--- src/sv/rnp_pkg.sv ---
// ----------------------------------------------------------------------------
// rnp_pkg
// Shared types, register indexes and character codes of the ringtone note
// parser.
// ----------------------------------------------------------------------------
`default_nettype none

package rnp_pkg;

  localparam int unsigned WholeW = 18;
  localparam int unsigned DenW   = 14;
  localparam int unsigned DurW   = 19;

  localparam logic [WholeW-1:0] WHOLE_MAX = WholeW'(240000);
  localparam logic [DenW-1:0]   DEN_MAX   = DenW'(9999);

  // Character codes
  localparam logic [7:0] CH_COMMA = 8'h2C;
  localparam logic [7:0] CH_PLUS  = 8'h2B;
  localparam logic [7:0] CH_COLON = 8'h3A;
  localparam logic [7:0] CH_DOT   = 8'h2E;
  localparam logic [7:0] CH_SHARP = 8'h23;
  localparam logic [7:0] CH_FLAT  = 8'h5F;
  localparam logic [7:0] CH_MINUS = 8'h2D;
  localparam logic [7:0] CH_SPACE = 8'h20;
  localparam logic [7:0] CH_TAB   = 8'h09;
  localparam logic [7:0] CH_CR    = 8'h0D;
  localparam logic [7:0] CH_ZERO  = 8'h30;
  localparam logic [7:0] CH_NINE  = 8'h39;
  localparam logic [7:0] CH_LOW_A = 8'h61;
  localparam logic [7:0] CH_LOW_G = 8'h67;

  localparam logic [2:0] REST_IDX = 3'd7;

  typedef enum logic [2:0] {
    REG_WHOLE_NOTE = 3'd0,
    REG_DEFAULT_DEN = 3'd1,
    REG_DEFAULT_OCT = 3'd2,
    REG_FLAT_MASK = 3'd3,
    REG_SHARP_MASK = 3'd4
  } cfg_idx_e;

  typedef struct packed {
    logic [7:0] character;
    logic       end_of_song;
  } in_t;

  typedef struct packed {
    logic [6:0]      note_number;
    logic            is_rest;
    logic [DurW-1:0] duration_ms;
    logic            slurred;
    logic            onset;
  } out_t;

  // Token handed from the parser to the duration unit
  typedef struct packed {
    logic [6:0]      note_number;
    logic            is_rest;
    logic [DenW-1:0] denominator;
    logic            dotted;
    logic            slurred;
    logic            onset;
  } tok_t;

  typedef struct packed {
    logic [WholeW-1:0] whole_note_ms;
    logic [DenW-1:0]   default_denominator;
    logic [2:0]        default_octave;
    logic [6:0]        auto_flat_mask;
    logic [6:0]        auto_sharp_mask;
  } cfg_t;

  // Semitone of letters a..g, counting c as 1
  function automatic logic [3:0] letter_base(input logic [2:0] idx);
    logic [3:0] s;
    unique case (idx)
      3'd0:    s = 4'd10;
      3'd1:    s = 4'd12;
      3'd2:    s = 4'd1;
      3'd3:    s = 4'd3;
      3'd4:    s = 4'd5;
      3'd5:    s = 4'd6;
      3'd6:    s = 4'd8;
      default: s = 4'd0;
    endcase
    return s;
  endfunction

endpackage

`default_nettype wire

--- src/sv/rnp_front.sv ---
// ----------------------------------------------------------------------------
// rnp_front
// Character parser: classifies one character per cycle while the token queue
// has room and pushes a token record when a token ends.
// ----------------------------------------------------------------------------
`default_nettype none

module rnp_front import rnp_pkg::*; #(
  parameter int unsigned BASE_NOTE = 24
) (
  input  wire logic clk_i,
  input  wire logic rst_ni,
  input  wire cfg_t cfg_i,
  input  wire logic in_valid_i,
  output logic      in_ready_o,
  input  wire in_t  in_data_i,
  input  wire logic q_full_i,
  output logic      q_push_o,
  output tok_t      q_data_o
);

  typedef enum logic [2:0] {
    PH_START   = 3'd0,
    PH_DIGITS  = 3'd1,
    PH_PREDOT  = 3'd2,
    PH_LETTER  = 3'd3,
    PH_POSTDOT = 3'd4,
    PH_ACC     = 3'd5,
    PH_MINUS   = 3'd6,
    PH_TAIL    = 3'd7
  } phase_e;

  phase_e            ph_q, ph_d;
  logic [DenW-1:0]   den_q, den_d;
  logic              dot_q, dot_d;
  logic signed [4:0] semi_q, semi_d;
  logic [2:0]        letter_q, letter_d;
  logic [2:0]        oct_q, oct_d;
  logic              minus_q, minus_d;
  logic              slur_q, slur_d;

  logic [7:0]  c;
  logic        is_ws, is_dig, is_sep, in_fire, emit;
  logic [3:0]  dval;
  logic [7:0]  flat8, sharp8;
  logic [16:0] den_acc;
  logic [2:0]  pidx;
  logic [4:0]  oct_sum;
  logic        rest;
  logic [2:0]  oct_m1;
  logic [6:0]  oct_x12;
  logic signed [9:0] nn;
  logic [6:0]  nn_sat;

  assign c       = in_data_i.character;
  assign is_ws   = (c == CH_SPACE) || (c >= CH_TAB && c <= CH_CR);
  assign is_dig  = (c >= CH_ZERO) && (c <= CH_NINE);
  assign is_sep  = (c == CH_COMMA) || (c == CH_PLUS);
  assign dval    = c[3:0];
  assign flat8   = {1'b0, cfg_i.auto_flat_mask};
  assign sharp8  = {1'b0, cfg_i.auto_sharp_mask};
  assign den_acc = 17'(den_q) * 17'd10 + 17'(dval);
  assign pidx    = c[2:0] - 3'd1;
  assign oct_sum = {2'b00, cfg_i.default_octave} + {1'b0, dval};

  assign in_ready_o = !q_full_i;
  assign in_fire    = in_valid_i && in_ready_o;

  // Next token state after this character
  always_comb begin
    ph_d     = ph_q;
    den_d    = den_q;
    dot_d    = dot_q;
    semi_d   = semi_q;
    letter_d = letter_q;
    oct_d    = oct_q;
    minus_d  = minus_q;
    slur_d   = slur_q;
    if (c == CH_COMMA) begin
      slur_d = 1'b0;
    end else if (c == CH_PLUS) begin
      slur_d = 1'b1;
    end
    if (is_sep) begin
      // hold: the separator closes the token as it stands
    end else if (ph_q < PH_LETTER) begin
      priority if (ph_q == PH_START && (is_ws || c == CH_COLON)) begin
        // skip leading filler
      end else if (ph_q != PH_PREDOT && is_dig) begin
        den_d = (den_acc > 17'(DEN_MAX)) ? DEN_MAX : den_acc[DenW-1:0];
        ph_d  = PH_DIGITS;
      end else if (ph_q != PH_PREDOT && c == CH_DOT) begin
        dot_d = 1'b1;
        ph_d  = PH_PREDOT;
      end else begin
        oct_d = cfg_i.default_octave;
        ph_d  = PH_LETTER;
        if (c >= CH_LOW_A && c <= CH_LOW_G) begin
          letter_d = pidx;
          semi_d   = $signed({1'b0, letter_base(pidx)});
          if (flat8[pidx]) begin
            semi_d = semi_d - 5'sd1;
          end else if (sharp8[pidx]) begin
            semi_d = semi_d + 5'sd1;
          end
        end else begin
          letter_d = REST_IDX;
          semi_d   = 5'sd0;
        end
      end
    end else begin
      priority if (is_ws) begin
        ph_d = PH_TAIL;
      end else if (c == CH_DOT && ph_q == PH_LETTER) begin
        dot_d = 1'b1;
        ph_d  = PH_POSTDOT;
      end else if ((c == CH_SHARP || c == CH_FLAT) && ph_q <= PH_POSTDOT) begin
        if (letter_q != REST_IDX) begin
          if (c == CH_SHARP && !sharp8[letter_q]) begin
            semi_d = semi_q + 5'sd1;
          end else if (c == CH_FLAT && !flat8[letter_q]) begin
            semi_d = semi_q - 5'sd1;
          end
        end
        ph_d = PH_ACC;
      end else if (c == CH_MINUS && ph_q <= PH_ACC) begin
        minus_d = 1'b1;
        ph_d    = PH_MINUS;
      end else if (is_dig && ph_q <= PH_MINUS) begin
        if (minus_q) begin
          oct_d = (dval + 4'd1 > {1'b0, cfg_i.default_octave}) ?
                  3'd1 : 3'(cfg_i.default_octave - dval[2:0]);
        end else begin
          oct_d = (oct_sum > 5'd7) ? 3'd7 : oct_sum[2:0];
        end
        ph_d = PH_TAIL;
      end else begin
        // drop unexpected characters
      end
    end
  end

  assign emit = in_fire && (is_sep || (in_data_i.end_of_song && ph_d != PH_START));

  // Pitch of the token as it leaves
  assign rest    = (ph_d < PH_LETTER) || (letter_d == REST_IDX);
  assign oct_m1  = oct_d - 3'd1;
  assign oct_x12 = {1'b0, oct_m1, 3'b000} + {2'b00, oct_m1, 2'b00};
  assign nn      = $signed(10'(BASE_NOTE)) - 10'sd1 + $signed({3'b000, oct_x12})
                 + {{5{semi_d[4]}}, semi_d};
  assign nn_sat  = (nn < 10'sd0) ? 7'd0 : (nn > 10'sd127) ? 7'd127 : nn[6:0];

  always_comb begin
    q_data_o.note_number = rest ? 7'd0 : nn_sat;
    q_data_o.is_rest     = rest;
    q_data_o.denominator = (den_d != '0) ? den_d : cfg_i.default_denominator;
    q_data_o.dotted      = dot_d;
    q_data_o.slurred     = (c == CH_PLUS);
    q_data_o.onset       = rest ? slur_q : !slur_q;
  end
  assign q_push_o = emit;

  always_ff @(posedge clk_i or negedge rst_ni) begin
    if (!rst_ni) begin
      ph_q     <= PH_START;
      den_q    <= '0;
      dot_q    <= 1'b0;
      semi_q   <= 5'sd0;
      letter_q <= 3'd0;
      oct_q    <= 3'd4;
      minus_q  <= 1'b0;
      slur_q   <= 1'b0;
    end else if (in_fire) begin
      oct_q  <= oct_d;
      slur_q <= slur_d;
      if (emit) begin
        ph_q     <= PH_START;
        den_q    <= '0;
        dot_q    <= 1'b0;
        semi_q   <= 5'sd0;
        letter_q <= 3'd0;
        minus_q  <= 1'b0;
      end else begin
        ph_q     <= ph_d;
        den_q    <= den_d;
        dot_q    <= dot_d;
        semi_q   <= semi_d;
        letter_q <= letter_d;
        minus_q  <= minus_d;
      end
    end
  end

endmodule

`default_nettype wire

--- src/sv/rnp_fifo.sv ---
// ----------------------------------------------------------------------------
// rnp_fifo
// Two-entry token queue between the parser and the duration unit.
// ----------------------------------------------------------------------------
`default_nettype none

module rnp_fifo import rnp_pkg::*; (
  input  wire logic clk_i,
  input  wire logic rst_ni,
  input  wire logic push_i,
  input  wire tok_t push_data_i,
  output logic      full_o,
  output logic      valid_o,
  input  wire logic pop_i,
  output tok_t      pop_data_o
);

  localparam int unsigned Depth = 2;
  localparam int unsigned PtrW  = $clog2(Depth);

  tok_t               mem_q [Depth];
  logic [PtrW-1:0]    wr_ptr_q, rd_ptr_q;
  logic [PtrW:0]      count_q;
  logic               do_push, do_pop;

  assign full_o     = (count_q == (PtrW+1)'(Depth));
  assign valid_o    = (count_q != '0);
  assign pop_data_o = mem_q[rd_ptr_q];
  assign do_push    = push_i && !full_o;
  assign do_pop     = pop_i && valid_o;

  always_ff @(posedge clk_i) begin
    if (do_push) begin
      mem_q[wr_ptr_q] <= push_data_i;
    end
  end

  always_ff @(posedge clk_i or negedge rst_ni) begin
    if (!rst_ni) begin
      wr_ptr_q <= '0;
      rd_ptr_q <= '0;
      count_q  <= '0;
    end else begin
      if (do_push) begin
        wr_ptr_q <= wr_ptr_q + PtrW'(1);
      end
      if (do_pop) begin
        rd_ptr_q <= rd_ptr_q + PtrW'(1);
      end
      if (do_push && !do_pop) begin
        count_q <= count_q + (PtrW+1)'(1);
      end else if (do_pop && !do_push) begin
        count_q <= count_q - (PtrW+1)'(1);
      end
    end
  end

endmodule

`default_nettype wire

--- src/sv/rnp_back.sv ---
// ----------------------------------------------------------------------------
// rnp_back
// Duration unit: divides the whole-note length by the token denominator one
// quotient bit per cycle, adds the dot extension and holds the result.
// ----------------------------------------------------------------------------
`default_nettype none

module rnp_back import rnp_pkg::*; (
  input  wire logic clk_i,
  input  wire logic rst_ni,
  input  wire cfg_t cfg_i,
  input  wire logic q_valid_i,
  output logic      q_pop_o,
  input  wire tok_t q_data_i,
  output logic      out_valid_o,
  input  wire logic out_ready_i,
  output out_t      out_data_o
);

  localparam int unsigned Steps = WholeW;
  localparam int unsigned CntW  = $clog2(Steps);

  typedef enum logic [1:0] {
    B_IDLE   = 2'd0,
    B_DIV    = 2'd1,
    B_FINISH = 2'd2
  } bstate_e;

  bstate_e         state_q;
  tok_t            tok_q;
  logic [WholeW-1:0] quo_q;
  logic [DenW-1:0] rem_q;
  logic [CntW-1:0] cnt_q;
  logic            out_valid_q;
  out_t            out_q;

  logic [DenW:0]   rem_sh;
  logic            q_bit;
  logic [DurW-1:0] dur;
  logic            load_out;

  assign rem_sh = {rem_q, quo_q[WholeW-1]};
  assign q_bit  = (rem_sh >= {1'b0, tok_q.denominator});
  assign dur    = {1'b0, quo_q} + (tok_q.dotted ? {2'b00, quo_q[WholeW-1:1]} : '0);

  assign q_pop_o     = (state_q == B_IDLE) && q_valid_i;
  assign load_out    = (state_q == B_FINISH) && (!out_valid_q || out_ready_i);
  assign out_valid_o = out_valid_q;
  assign out_data_o  = out_q;

  always_ff @(posedge clk_i) begin
    if (load_out) begin
      out_q.note_number <= tok_q.note_number;
      out_q.is_rest     <= tok_q.is_rest;
      out_q.duration_ms <= dur;
      out_q.slurred     <= tok_q.slurred;
      out_q.onset       <= tok_q.onset;
    end
  end

  always_ff @(posedge clk_i or negedge rst_ni) begin
    if (!rst_ni) begin
      state_q     <= B_IDLE;
      tok_q       <= '0;
      quo_q       <= '0;
      rem_q       <= '0;
      cnt_q       <= '0;
      out_valid_q <= 1'b0;
    end else begin
      if (load_out) begin
        out_valid_q <= 1'b1;
      end else if (out_ready_i) begin
        out_valid_q <= 1'b0;
      end
      unique case (state_q)
        B_IDLE: begin
          if (q_valid_i) begin
            tok_q   <= q_data_i;
            quo_q   <= cfg_i.whole_note_ms;
            rem_q   <= '0;
            cnt_q   <= CntW'(Steps - 1);
            state_q <= B_DIV;
          end
        end
        B_DIV: begin
          // shift in one dividend bit, subtract when the divisor fits
          rem_q <= q_bit ? DenW'(rem_sh - {1'b0, tok_q.denominator}) : rem_sh[DenW-1:0];
          quo_q <= {quo_q[WholeW-2:0], q_bit};
          cnt_q <= cnt_q - CntW'(1);
          if (cnt_q == '0) begin
            state_q <= B_FINISH;
          end
        end
        B_FINISH: begin
          if (load_out) begin
            state_q <= B_IDLE;
          end
        end
        default: state_q <= B_IDLE;
      endcase
    end
  end

endmodule

`default_nettype wire

--- src/sv/ringtone_note_parser.sv ---
// ----------------------------------------------------------------------------
// ringtone_note_parser
// Ringtone note-section parser: characters in, one note record per token out.
// ----------------------------------------------------------------------------
// Usage:
//   in_*  : one character per transaction, end_of_song set on the last one.
//           A character is taken in the cycle it is offered while the
//           two-entry token queue has room.
//   out_* : one note record per token (',' or '+' or end of song closes it).
//   cfg_* : register writes, always ready; write only while the block idles.
// Timing: a token leaves the parser in the cycle of its closing character
//   and is queued; the duration unit then loads it, runs the bit-serial
//   divide and, in its finish state, adds the dot extension and loads the
//   output record.
// Throughput: the duration unit takes no new token before the last record is
//   loaded, so the serial divider sets the token rate; with several characters
//   to a token the parser meets about one character per cycle until the queue fills.
// Reset: token state, slur state, queue and output valid are cleared; registers
//   return to their reset values.
// Receiver stall: the record holds on out_data_o, the divider waits, the
//   queue fills and in_ready_o then drops.
// ----------------------------------------------------------------------------
`default_nettype none

module ringtone_note_parser import rnp_pkg::*; #(
  parameter int unsigned BASE_NOTE = 24
) (
  input  wire logic              clk_i,
  input  wire logic              rst_ni,
  input  wire logic              in_valid_i,
  output logic                   in_ready_o,
  input  wire in_t               in_data_i,
  output logic                   out_valid_o,
  input  wire logic              out_ready_i,
  output out_t                   out_data_o,
  input  wire logic              cfg_valid_i,
  output logic                   cfg_ready_o,
  input  wire logic [2:0]        cfg_index_i,
  input  wire logic [WholeW-1:0] cfg_data_i
);

  cfg_t cfg_q;
  logic q_full, q_push, q_valid, q_pop;
  tok_t q_push_data, q_pop_data;

  assign cfg_ready_o = 1'b1;

  always_ff @(posedge clk_i or negedge rst_ni) begin
    if (!rst_ni) begin
      cfg_q.whole_note_ms       <= WholeW'(2400);
      cfg_q.default_denominator <= DenW'(1);
      cfg_q.default_octave      <= 3'd4;
      cfg_q.auto_flat_mask      <= '0;
      cfg_q.auto_sharp_mask     <= '0;
    end else if (cfg_valid_i) begin
      unique case (cfg_index_i)
        REG_WHOLE_NOTE: begin
          cfg_q.whole_note_ms <= (cfg_data_i > WHOLE_MAX) ? WHOLE_MAX : cfg_data_i;
        end
        REG_DEFAULT_DEN: begin
          // ignore zero, saturate large values
          if (cfg_data_i[DenW-1:0] != '0) begin
            cfg_q.default_denominator <= (cfg_data_i[DenW-1:0] > DEN_MAX) ?
                                         DEN_MAX : cfg_data_i[DenW-1:0];
          end
        end
        REG_DEFAULT_OCT: begin
          if (cfg_data_i[2:0] != 3'd0) begin
            cfg_q.default_octave <= cfg_data_i[2:0];
          end
        end
        REG_FLAT_MASK:  cfg_q.auto_flat_mask  <= cfg_data_i[6:0];
        REG_SHARP_MASK: cfg_q.auto_sharp_mask <= cfg_data_i[6:0];
        default: begin
        end
      endcase
    end
  end

  rnp_front #(
    .BASE_NOTE (BASE_NOTE)
  ) u_front (
    .clk_i      (clk_i),
    .rst_ni     (rst_ni),
    .cfg_i      (cfg_q),
    .in_valid_i (in_valid_i),
    .in_ready_o (in_ready_o),
    .in_data_i  (in_data_i),
    .q_full_i   (q_full),
    .q_push_o   (q_push),
    .q_data_o   (q_push_data)
  );

  rnp_fifo u_fifo (
    .clk_i       (clk_i),
    .rst_ni      (rst_ni),
    .push_i      (q_push),
    .push_data_i (q_push_data),
    .full_o      (q_full),
    .valid_o     (q_valid),
    .pop_i       (q_pop),
    .pop_data_o  (q_pop_data)
  );

  rnp_back u_back (
    .clk_i       (clk_i),
    .rst_ni      (rst_ni),
    .cfg_i       (cfg_q),
    .q_valid_i   (q_valid),
    .q_pop_o     (q_pop),
    .q_data_i    (q_pop_data),
    .out_valid_o (out_valid_o),
    .out_ready_i (out_ready_i),
    .out_data_o  (out_data_o)
  );

endmodule

`default_nettype wire
--- config.mk ---
export PLATFORM = sky130hd
export DESIGN_NAME = ringtone_note_parser
export DESIGN_NICKNAME = d
export VERILOG_FILES = /design/src/sv/rnp_pkg.sv /design/src/sv/rnp_front.sv /design/src/sv/rnp_fifo.sv /design/src/sv/rnp_back.sv /design/src/sv/ringtone_note_parser.sv
export SDC_FILE = /design/constraint.sdc
export NUM_CORES = 1
export LEC_CHECK = 0
export BUFFER_PORTS_ARGS = -buffer_cell sky130_fd_sc_hd__buf_4
export CORE_MARGIN = 5
export CORE_UTILIZATION = 47
export CTS_CLUSTER_DIAMETER = 50
export DETAILED_ROUTE_END_ITERATION = 8
export GPL_TIMING_DRIVEN = 0
export MAX_ROUTING_LAYER = met4
export PLACE_DENSITY = 0.71
export SLEW_MARGIN = 20
export SYNTH_ARGS = -nofsm -noshare
export SYNTH_HDL_FRONTEND = slang
export SYNTH_SLANG_ARGS = --single-unit
--- constraint.sdc ---
create_clock -name clk_i -period 9.03 [get_ports clk_i]
set_input_delay 1.3545 -clock clk_i [delete_from_list [all_inputs] [get_ports clk_i]]
set_output_delay 1.3545 -clock clk_i [all_outputs]
set_load 0.01 [all_outputs]
==> flow_metrics.env, run 1 <==
export IMPL_clk_latency_ns=0.56
export IMPL_slowest_delay_ns=0.67
export IMPL_place_congestion=0.906
export IMPL_cts_sinks=228
export IMPL_vias_per_cell=5.84
export IMPL_synth_fa_ha_area_share_pct=8.89
export IMPL_tns_ns=0
export IMPL_yosysWarningCount=0
export IMPL_cpMaxStageDelayCell="a21boi_0"
export IMPL_crit_path_max_fanout=10
export IMPL_grt_pass1_wl_um=57000
export IMPL_synth_xor_area_share_pct=3.65
export IMPL_syn_nets=1569
export IMPL_dieWidth_um=184
export IMPL_synth_edff_count=79
export IMPL_cts_inserted_buffers=29
export IMPL_htree_num_levels=1
export IMPL_drt_first_pass_iters=5
export IMPL_switchingPower_mw=2.04
export IMPL_ys_ff_latch=228
export IMPL_final_cell_mix="nand2_1 (174), dfrtp_1 (142), o21ai_0 (105)"
export IMPL_area_growth_syn_to_layout_pct=15.0
export IMPL_ys_seq_area_share_pct=43.2
export IMPL_p_int_mw=3.19
export IMPL_crit_arrival_ns=7.75
export IMPL_rsz0062_at_grt="false"
export IMPL_initial_utilization_pct=47.6
export IMPL_routed_wl_um=35000
export IMPL_seq_power_share_pct=31.7
export IMPL_clkTransAtPathRegs_ns=0.06
export IMPL_grt_max_degree=90
export IMPL_grt_antenna_before_repair=1
export IMPL_fin_nets=1667
export IMPL_async_flop_share_pct=65.4
export IMPL_p_clk_share_pct=23.9
export IMPL_synthSimpleGateAreaFrac_pct=15.8
export IMPL_layout_min_cycle_time_ns=7.38
export IMPL_synthMuxAreaShare_pct=5.96
export IMPL_synth_distinct_cells=98
export IMPL_synth_main_ff_cell="dfrtp_1"
export IMPL_drive_above_1_share_pct=12.6
export IMPL_fmaxAchievable_mhz=135
export IMPL_io_buffers=65
export IMPL_start_kind="input port"
export IMPL_synth_compound_area_share_pct=18.8
export IMPL_syn_area_per_cell_um2=9.85
export IMPL_post_place_ws_ns=1.24
export IMPL_die_h_um=184
export IMPL_io_pins=67
export IMPL_pwr_share_comb_pct=44.4
export IMPL_relSlewSlack_pct=23.0
export IMPL_drv_cap=0
export IMPL_core_region_area_mm2=0.0297
export IMPL_hpwl_um=26000
export IMPL_track_usage_pct=21.0
export IMPL_skew_ns=0.0265
export IMPL_root_buffer="clkbuf_16"
export IMPL_status="completed"
export IMPL_drt_iter0_drc=829
export IMPL_tightestPinTransition_ns=1.15
export IMPL_worstPathRequired_ns=9.40
export IMPL_cts_tree="done"
export IMPL_p_leak_nw=7.29
export IMPL_cp_common_cell="ha_1"
export IMPL_post_cts_setup_buffers=0
export IMPL_vdd_ir_drop_max_v=0.000148
export IMPL_synth_top_family_by_area="compound AO/OA/AOI/OAI gates"
export IMPL_holdBufCountCts=0
export IMPL_nFillCells=2585
export IMPL_sw_frac_of_total_pct=39.1
export IMPL_final_common_cell="nand2_1"
export IMPL_grt_pass1_vias=11067
export IMPL_setup_slack_ns=1.65
export IMPL_fin_crit_sh_pct=81.7
export IMPL_finalHoldViolations=0
export IMPL_vias=11381
export IMPL_drc=0
export IMPL_powerDensity_mw_per_mm2=321
export IMPL_ant_nets=0
export IMPL_syn_inst=1437
export IMPL_drv_slew=0
export IMPL_gr_total_overflow=0
export IMPL_cts_resized=0
export IMPL_end_kind="flop"
export IMPL_path_class="in2reg"
export IMPL_dieArea_mm2=0.0337
export IMPL_netlist_area_mm2=0.0142
export IMPL_setup_violations=0
export IMPL_clockBufferDepth=3
export IMPL_hp_class="reg2reg"
export IMPL_num_rows=63
export IMPL_wire_per_inst_um=18.0
-- per-stage QoR --
stage          std cells  utilization [%]  cell area (µm²)  power, mW  hold slack [ns]
5_1_grt             1949             54.8            16300       5.61            0.450
3_5_place_dp        1894             51.2            15200       3.98            0.431
2_1_floorplan       1437                -            14200       3.39            0.425
6_report            1949             54.8            16300       5.23            0.446
4_1_cts             1948             54.8            16300       5.25            0.446
3_3_place_gp        1892             50.9            15100       3.88            0.430
-- cell families after synthesis --
family | count (synthesis)
xor+xnor | 59
other cells | 1
simple gates | 458
flops | 228
compound gates | 384
mux | 77
buf+inv | 133
fa+ha+maj | 97
-- final cells by class --
type	count	area [µm²]	share of cell area, %
diodes	1	2.50	0.0154
well taps	390	488	3.00
plain buffers	55	235	1.44
clock buffers	37	840	5.15
inverters	78	293	1.80
clock inverters	17	240	1.47
flip-flops and latches	228	6110	37.5
multi-input cells	1076	7540	46.3
repair buffers	67	543	3.33
-- power groups by stage --
stage               sequential (mW)  combinational, mW  clock (mW)
floorplan                      1.60               1.79           0
global placement               1.66               2.22           0
detailed placement             1.67               2.31           0
CTS                            1.66               2.32        1.27
global route                   1.70               2.60        1.31
finish                         1.66               2.32        1.25
-- layer usage --
layer	vias to the layer above	global-route usage (%)	share of wire (%)
li1	5456	-	-
met2	320	34.1	47
met1	5551	28.4	46
met4	0	4.62	1.9
met3	54	2.85	5.2
met5	-	-	0
-- cell usage after synthesis, types with 5 or more instances --
master    count  share of area [%]
xor2_1       24                1.5
or3_1         5               0.22
xnor2_1      35                2.2
and3_1       11               0.49
o21ai_1       8               0.28
a21boi_1      6               0.32
a21o_1       24                1.3
or4_1         6               0.32
o21bai_1      6               0.32
a31oi_1      13               0.57
nor2_1       83                2.2
a22oi_1      20                1.1
o211ai_1      6               0.32
nor4_1        6               0.27
a22o_1       20                1.2
a21oi_1      52                1.8
buf_1         5               0.13
mux2i_1      55                3.9
nand2b_1     25                1.1
ha_1         91                8.0
mux2_2       18                1.4
fa_1          6               0.85
dfstp_2       7                1.3
or2_2         7               0.31
nand2_1     174                4.6
o21a_1       10               0.53
nand4_1      10               0.44
o22ai_1       5               0.22
and2_1       27                1.2
o31ai_1      23                1.2
a311oi_1      5               0.31
inv_1        77                2.0
nand3_1      39                1.4
nor2b_1      17               0.75
clkbuf_1     39                1.0
buf_2         8               0.28
a211oi_1     11               0.58
edfxtp_1     79                 17
o31a_1        5               0.31
o21ai_0     105                3.7
dfrtp_1     142                 25
nor3_1       21               0.74
-- registers in the layout, indices dropped and copies added (netlist names), 2 cells and up --
| signal | flops |
|---|---|
| u_front.den_q | 14 |
| u_back.tok_q | 25 |
| u_fifo.count_q | 2 |
| u_front.oct_q | 3 |
| u_back.state_q | 2 |
| u_back.rem_q | 14 |
| u_fifo.mem_q | 50 |
| u_front.letter_q | 3 |
| u_back.cnt_q | 5 |
| u_back.quo_q | 18 |
| u_back.out_data_o | 29 |
| cfg_q | 49 |
| u_front.ph_q | 3 |
| u_front.semi_q | 5 |
-- critical path: cells and delay by family --
family,cells,cell delay (ns)
compound gates,9,2.43
xor+xnor,2,0.37
fa+ha+maj,4,1.23
buf+inv,6,1.51
simple gates,5,0.84
-- path summary, 6_finish.rpt --
path	endpoint	start	slack, ns	depth (start not counted)
max	u_fifo.mem_q[1][19]	in_data_i[1]	1.65	26
max in group asynchronous	cfg_q[42]	rst_ni	7.45	2
min in group asynchronous	u_front.minus_q	rst_ni	0.75	1
max reg2reg	u_fifo.mem_q[1][19]	u_front.ph_q[1]	3.77	19
min reg2reg	u_back.out_data_o[0]	u_back.tok_q[0]	0.45	0
min	u_back.out_data_o[0]	u_back.tok_q[0]	0.45	0
(Power assumes the default switching activity.)
==> inputs of run 2 (changes only) <==
--- a/config.mk
+++ b/config.mk
@@ -5,6 +5,7 @@
 export SDC_FILE = /design/constraint.sdc
 export NUM_CORES = 1
 export LEC_CHECK = 0
+export ABC_AREA = 1
 export BUFFER_PORTS_ARGS = -buffer_cell sky130_fd_sc_hd__buf_4
 export CORE_MARGIN = 5
 export CORE_UTILIZATION = 47
@@ -12,7 +13,7 @@
 export DETAILED_ROUTE_END_ITERATION = 8
 export GPL_TIMING_DRIVEN = 0
 export MAX_ROUTING_LAYER = met4
-export PLACE_DENSITY = 0.71
+export PLACE_DENSITY = 0.73
 export SLEW_MARGIN = 20
 export SYNTH_ARGS = -nofsm -noshare
 export SYNTH_HDL_FRONTEND = slang
==> constraint.sdc (replaced) <==
create_clock -name clk_i -period 5.9 [get_ports clk_i]
set_input_delay 0.885 -clock clk_i [delete_from_list [all_inputs] [get_ports clk_i]]
set_output_delay 0.885 -clock clk_i [all_outputs]
set_load 0.01 [all_outputs]
==> flow_metrics.env, run 2 <==
export IMPL_netlist_area_mm2=0.0143
export IMPL_wire_per_inst_um=15.6
export IMPL_io_pins=67
export IMPL_status="completed"
export IMPL_gr_total_overflow=0
export IMPL_drive_above_1_share_pct=10.7
export IMPL_seq_power_share_pct=29.1
export IMPL_final_cell_mix="nand2_1 (422), inv_1 (254), o21ai_0 (177)"
export IMPL_io_buffers=65
export IMPL_grt_antenna_before_repair=0
export IMPL_hpwl_um=27700
export IMPL_largest_reg_flops=50
export IMPL_crit_arrival_ns=5.65
export IMPL_place_area_mm2=0.0154
export IMPL_skew_ns=0.0154
export IMPL_dieWidth_um=185
export IMPL_hp_class="in2async"
export IMPL_ys_ff_latch=228
export IMPL_cpMaxStageDelayCell="ha_4"
export IMPL_drv_cap=0
export IMPL_synth_top_area_share_pct=24.8
export IMPL_p_leak_nw=7.98
export IMPL_syn_inst=1798
export IMPL_drv_slew=0
export IMPL_syn_area_per_cell_um2=7.98
export IMPL_critPathTopFamily="compound AO/OA/AOI/OAI gates"
export IMPL_yosysWarningCount=0
export IMPL_diodes=0
export IMPL_initial_utilization_pct=47.3
export IMPL_die_h_um=185
export IMPL_fin_nets=2031
export IMPL_crit_path_max_fanout=8
export IMPL_routed_wl_um=36100
export IMPL_place_congestion=0.910
export IMPL_sw_frac_of_total_pct=44.1
export IMPL_synth_area_leader_cell="dfrtp_1"
export IMPL_cts_inserted_buffers=28
export IMPL_relSlewSlack_pct=35.8
export IMPL_synth_edff_count=79
export IMPL_tightestPinTransition_ns=0.953
export IMPL_synthTopCellsByArea="dfrtp_1 (25%), edfxtp_1 (17%), nand2_1 (11%)"
export IMPL_finalHoldViolations=0
export IMPL_p_clk_share_pct=18.9
export IMPL_ys_seq_area_share_pct=42.6
export IMPL_place_inst=2262
export IMPL_synth_common_cells="nand2_1 (422), inv_1 (256), o21ai_0 (180), dfrtp_1 (142), nor2_1 (115)"
export IMPL_clockBufferDepth=3
export IMPL_fmaxAchievable_mhz=186
export IMPL_htree_num_levels=1
export IMPL_core_region_area_mm2=0.0303
export IMPL_layout_min_cycle_time_ns=5.39
export IMPL_worstPathRequired_ns=6.16
export IMPL_drt_iter0_drc=991
export IMPL_fin_crit_sh_pct=91.3
export IMPL_holdWs_ns=0.293
export IMPL_path_class="in2reg"
export IMPL_rsz0062_at_grt="false"
export IMPL_p_int_mw=5.17
export IMPL_vdd_ir_drop_max_v=0.000236
export IMPL_stdcell_area_mm2=0.0165
export IMPL_ant_nets=0
export IMPL_holdBufCountCts=0
export IMPL_track_usage_pct=21.4
export IMPL_async_flop_share_pct=65.4
export IMPL_syn_nets=1930
export IMPL_start_kind="input port"
export IMPL_slowest_delay_ns=0.38
export IMPL_drc=0
export IMPL_clkTransAtPathRegs_ns=0.06
export IMPL_synth_main_ff_cell="dfrtp_1"
export IMPL_cts_sinks=228
export IMPL_area_growth_syn_to_layout_pct=14.7
export IMPL_root_buffer="clkbuf_16"
export IMPL_grt_pass1_wl_um=58700
export IMPL_drt_first_pass_iters=5
export IMPL_final_common_cell="nand2_1"
export IMPL_switchingPower_mw=4.08
export IMPL_finalPower_mw=9.25
export IMPL_cts_tree="done"
export IMPL_pwr_share_comb_pct=52.0
export IMPL_path_buf_inv=6
export IMPL_dieArea_mm2=0.0341
export IMPL_grt_max_degree=78
export IMPL_end_kind="flop"
export IMPL_vias_per_cell=5.30
export IMPL_vias=12284
export IMPL_setup_violations=0
export IMPL_yosysMostFrequentCell="nand2_1"
export IMPL_num_rows=64
export IMPL_largest_register="u_fifo.mem_q"
export IMPL_synth_distinct_cells=52
export IMPL_powerDensity_mw_per_mm2=562
export IMPL_grt_pass1_vias=11958
export IMPL_clk_latency_ns=0.54
export IMPL_final_cells=2317
-- run 2: changes by cell type in the layout (fill, tap and decap cells not counted), moves of 25 or more --
cell,previous run,this run
nor2_1,82,112
nand2b_1,25,0
and2_1,26,1
o21ai_0,105,177
nand2_1,174,422
inv_1,77,254
a21oi_1,52,83
mux2i_1,55,0
nand3_1,39,114
-- run 2: path summary, 6_finish.rpt --
kind,slack (ns),cells past startpoint,from,endpoint
max in group asynchronous,4.78,2,rst_ni,cfg_q[17]
setup reg to reg,0.92,25,cfg_q[14],u_fifo.mem_q[0][24]
hold reg to reg,0.45,0,u_back.tok_q[24],u_back.out_data_o[28]
min in group clk_i,0.45,0,u_back.tok_q[24],u_back.out_data_o[28]
setup / recovery,0.51,29,in_data_i[2],u_fifo.mem_q[0][24]
hold / removal,0.29,1,rst_ni,u_back.tok_q[19]
-- run 2: power by group through the flow --
stage / Clock (mW) / Sequential (mW) / Combinational [mW]
3_3_place_gp: 0 / 2.69 / 4.53
5_1_grt: 1.85 / 2.74 / 5.44
2_1_floorplan: 0 / 2.60 / 3.65
4_1_cts: 1.77 / 2.68 / 4.76
3_5_place_dp: 0 / 2.70 / 4.71
6_report: 1.75 / 2.69 / 4.81
-- run 2: cell families after synthesis --
kind of cell | share of synthesized area [%]
AOI/OAI and AO/OA | 14.2
xor gates and xnor gates | 2.68
adders and majority gates | 8.78
buffers and inverters | 9.07
DFF | 42.6
other | 0.0262
and+or+nand+nor | 22.6
-- run 2: area by class of cell --
| cell class | count | area [µm²] |
|---|---|---|
| Fill cell | 2745 | 13900 |
| Inverter | 274 | 1040 |
| Buffer | 53 | 272 |
| Clock buffer | 37 | 756 |
| Sequential cell | 228 | 6110 |
| Clock inverter | 15 | 200 |
| Multi-Input combinational cell | 1243 | 6990 |
| Tap cell | 396 | 495 |
| Timing Repair Buffer | 71 | 593 |
-- run 2: layer usage --
layer | track usage, % | routed length, µm
met4 | 5.40 | 769
met3 | 2.13 | 1810
met2 | 36.1 | 17400
met1 | 27.9 | 16100
met5 | - | 0
-- run 2: worst reg2reg max path: cells and delay by family (launching register included) --
kind                     cells  cell delay [ns]
XOR/XNOR                     3             0.54
flip-flops                   1             0.46
AO/OA/AOI/OAI               10             1.39
buffers and inverters        3             0.23
adder cells (fa/ha/maj)      5             1.48
AND/OR/NAND/NOR              4             0.63
-- run 2: through the flow --
step / worst slack (ns) / utilization (%) / TNS [ns]
2_1_floorplan: 0.706 / - / 0
3_3_place_gp: -0.223 / 50.5 / -2.93
3_5_place_dp: -0.430 / 50.8 / -5.90
4_1_cts: 0.0838 / 54.0 / 0
5_1_grt: 0.0727 / 54.2 / 0
6_report: 0.514 / 54.2 / 0
-- run 2: timing repair --
action	4_1_cts	5_1_grt
buffers inserted	0	3
endpoints found under the setup margin	0	14
resized for setup	0	13
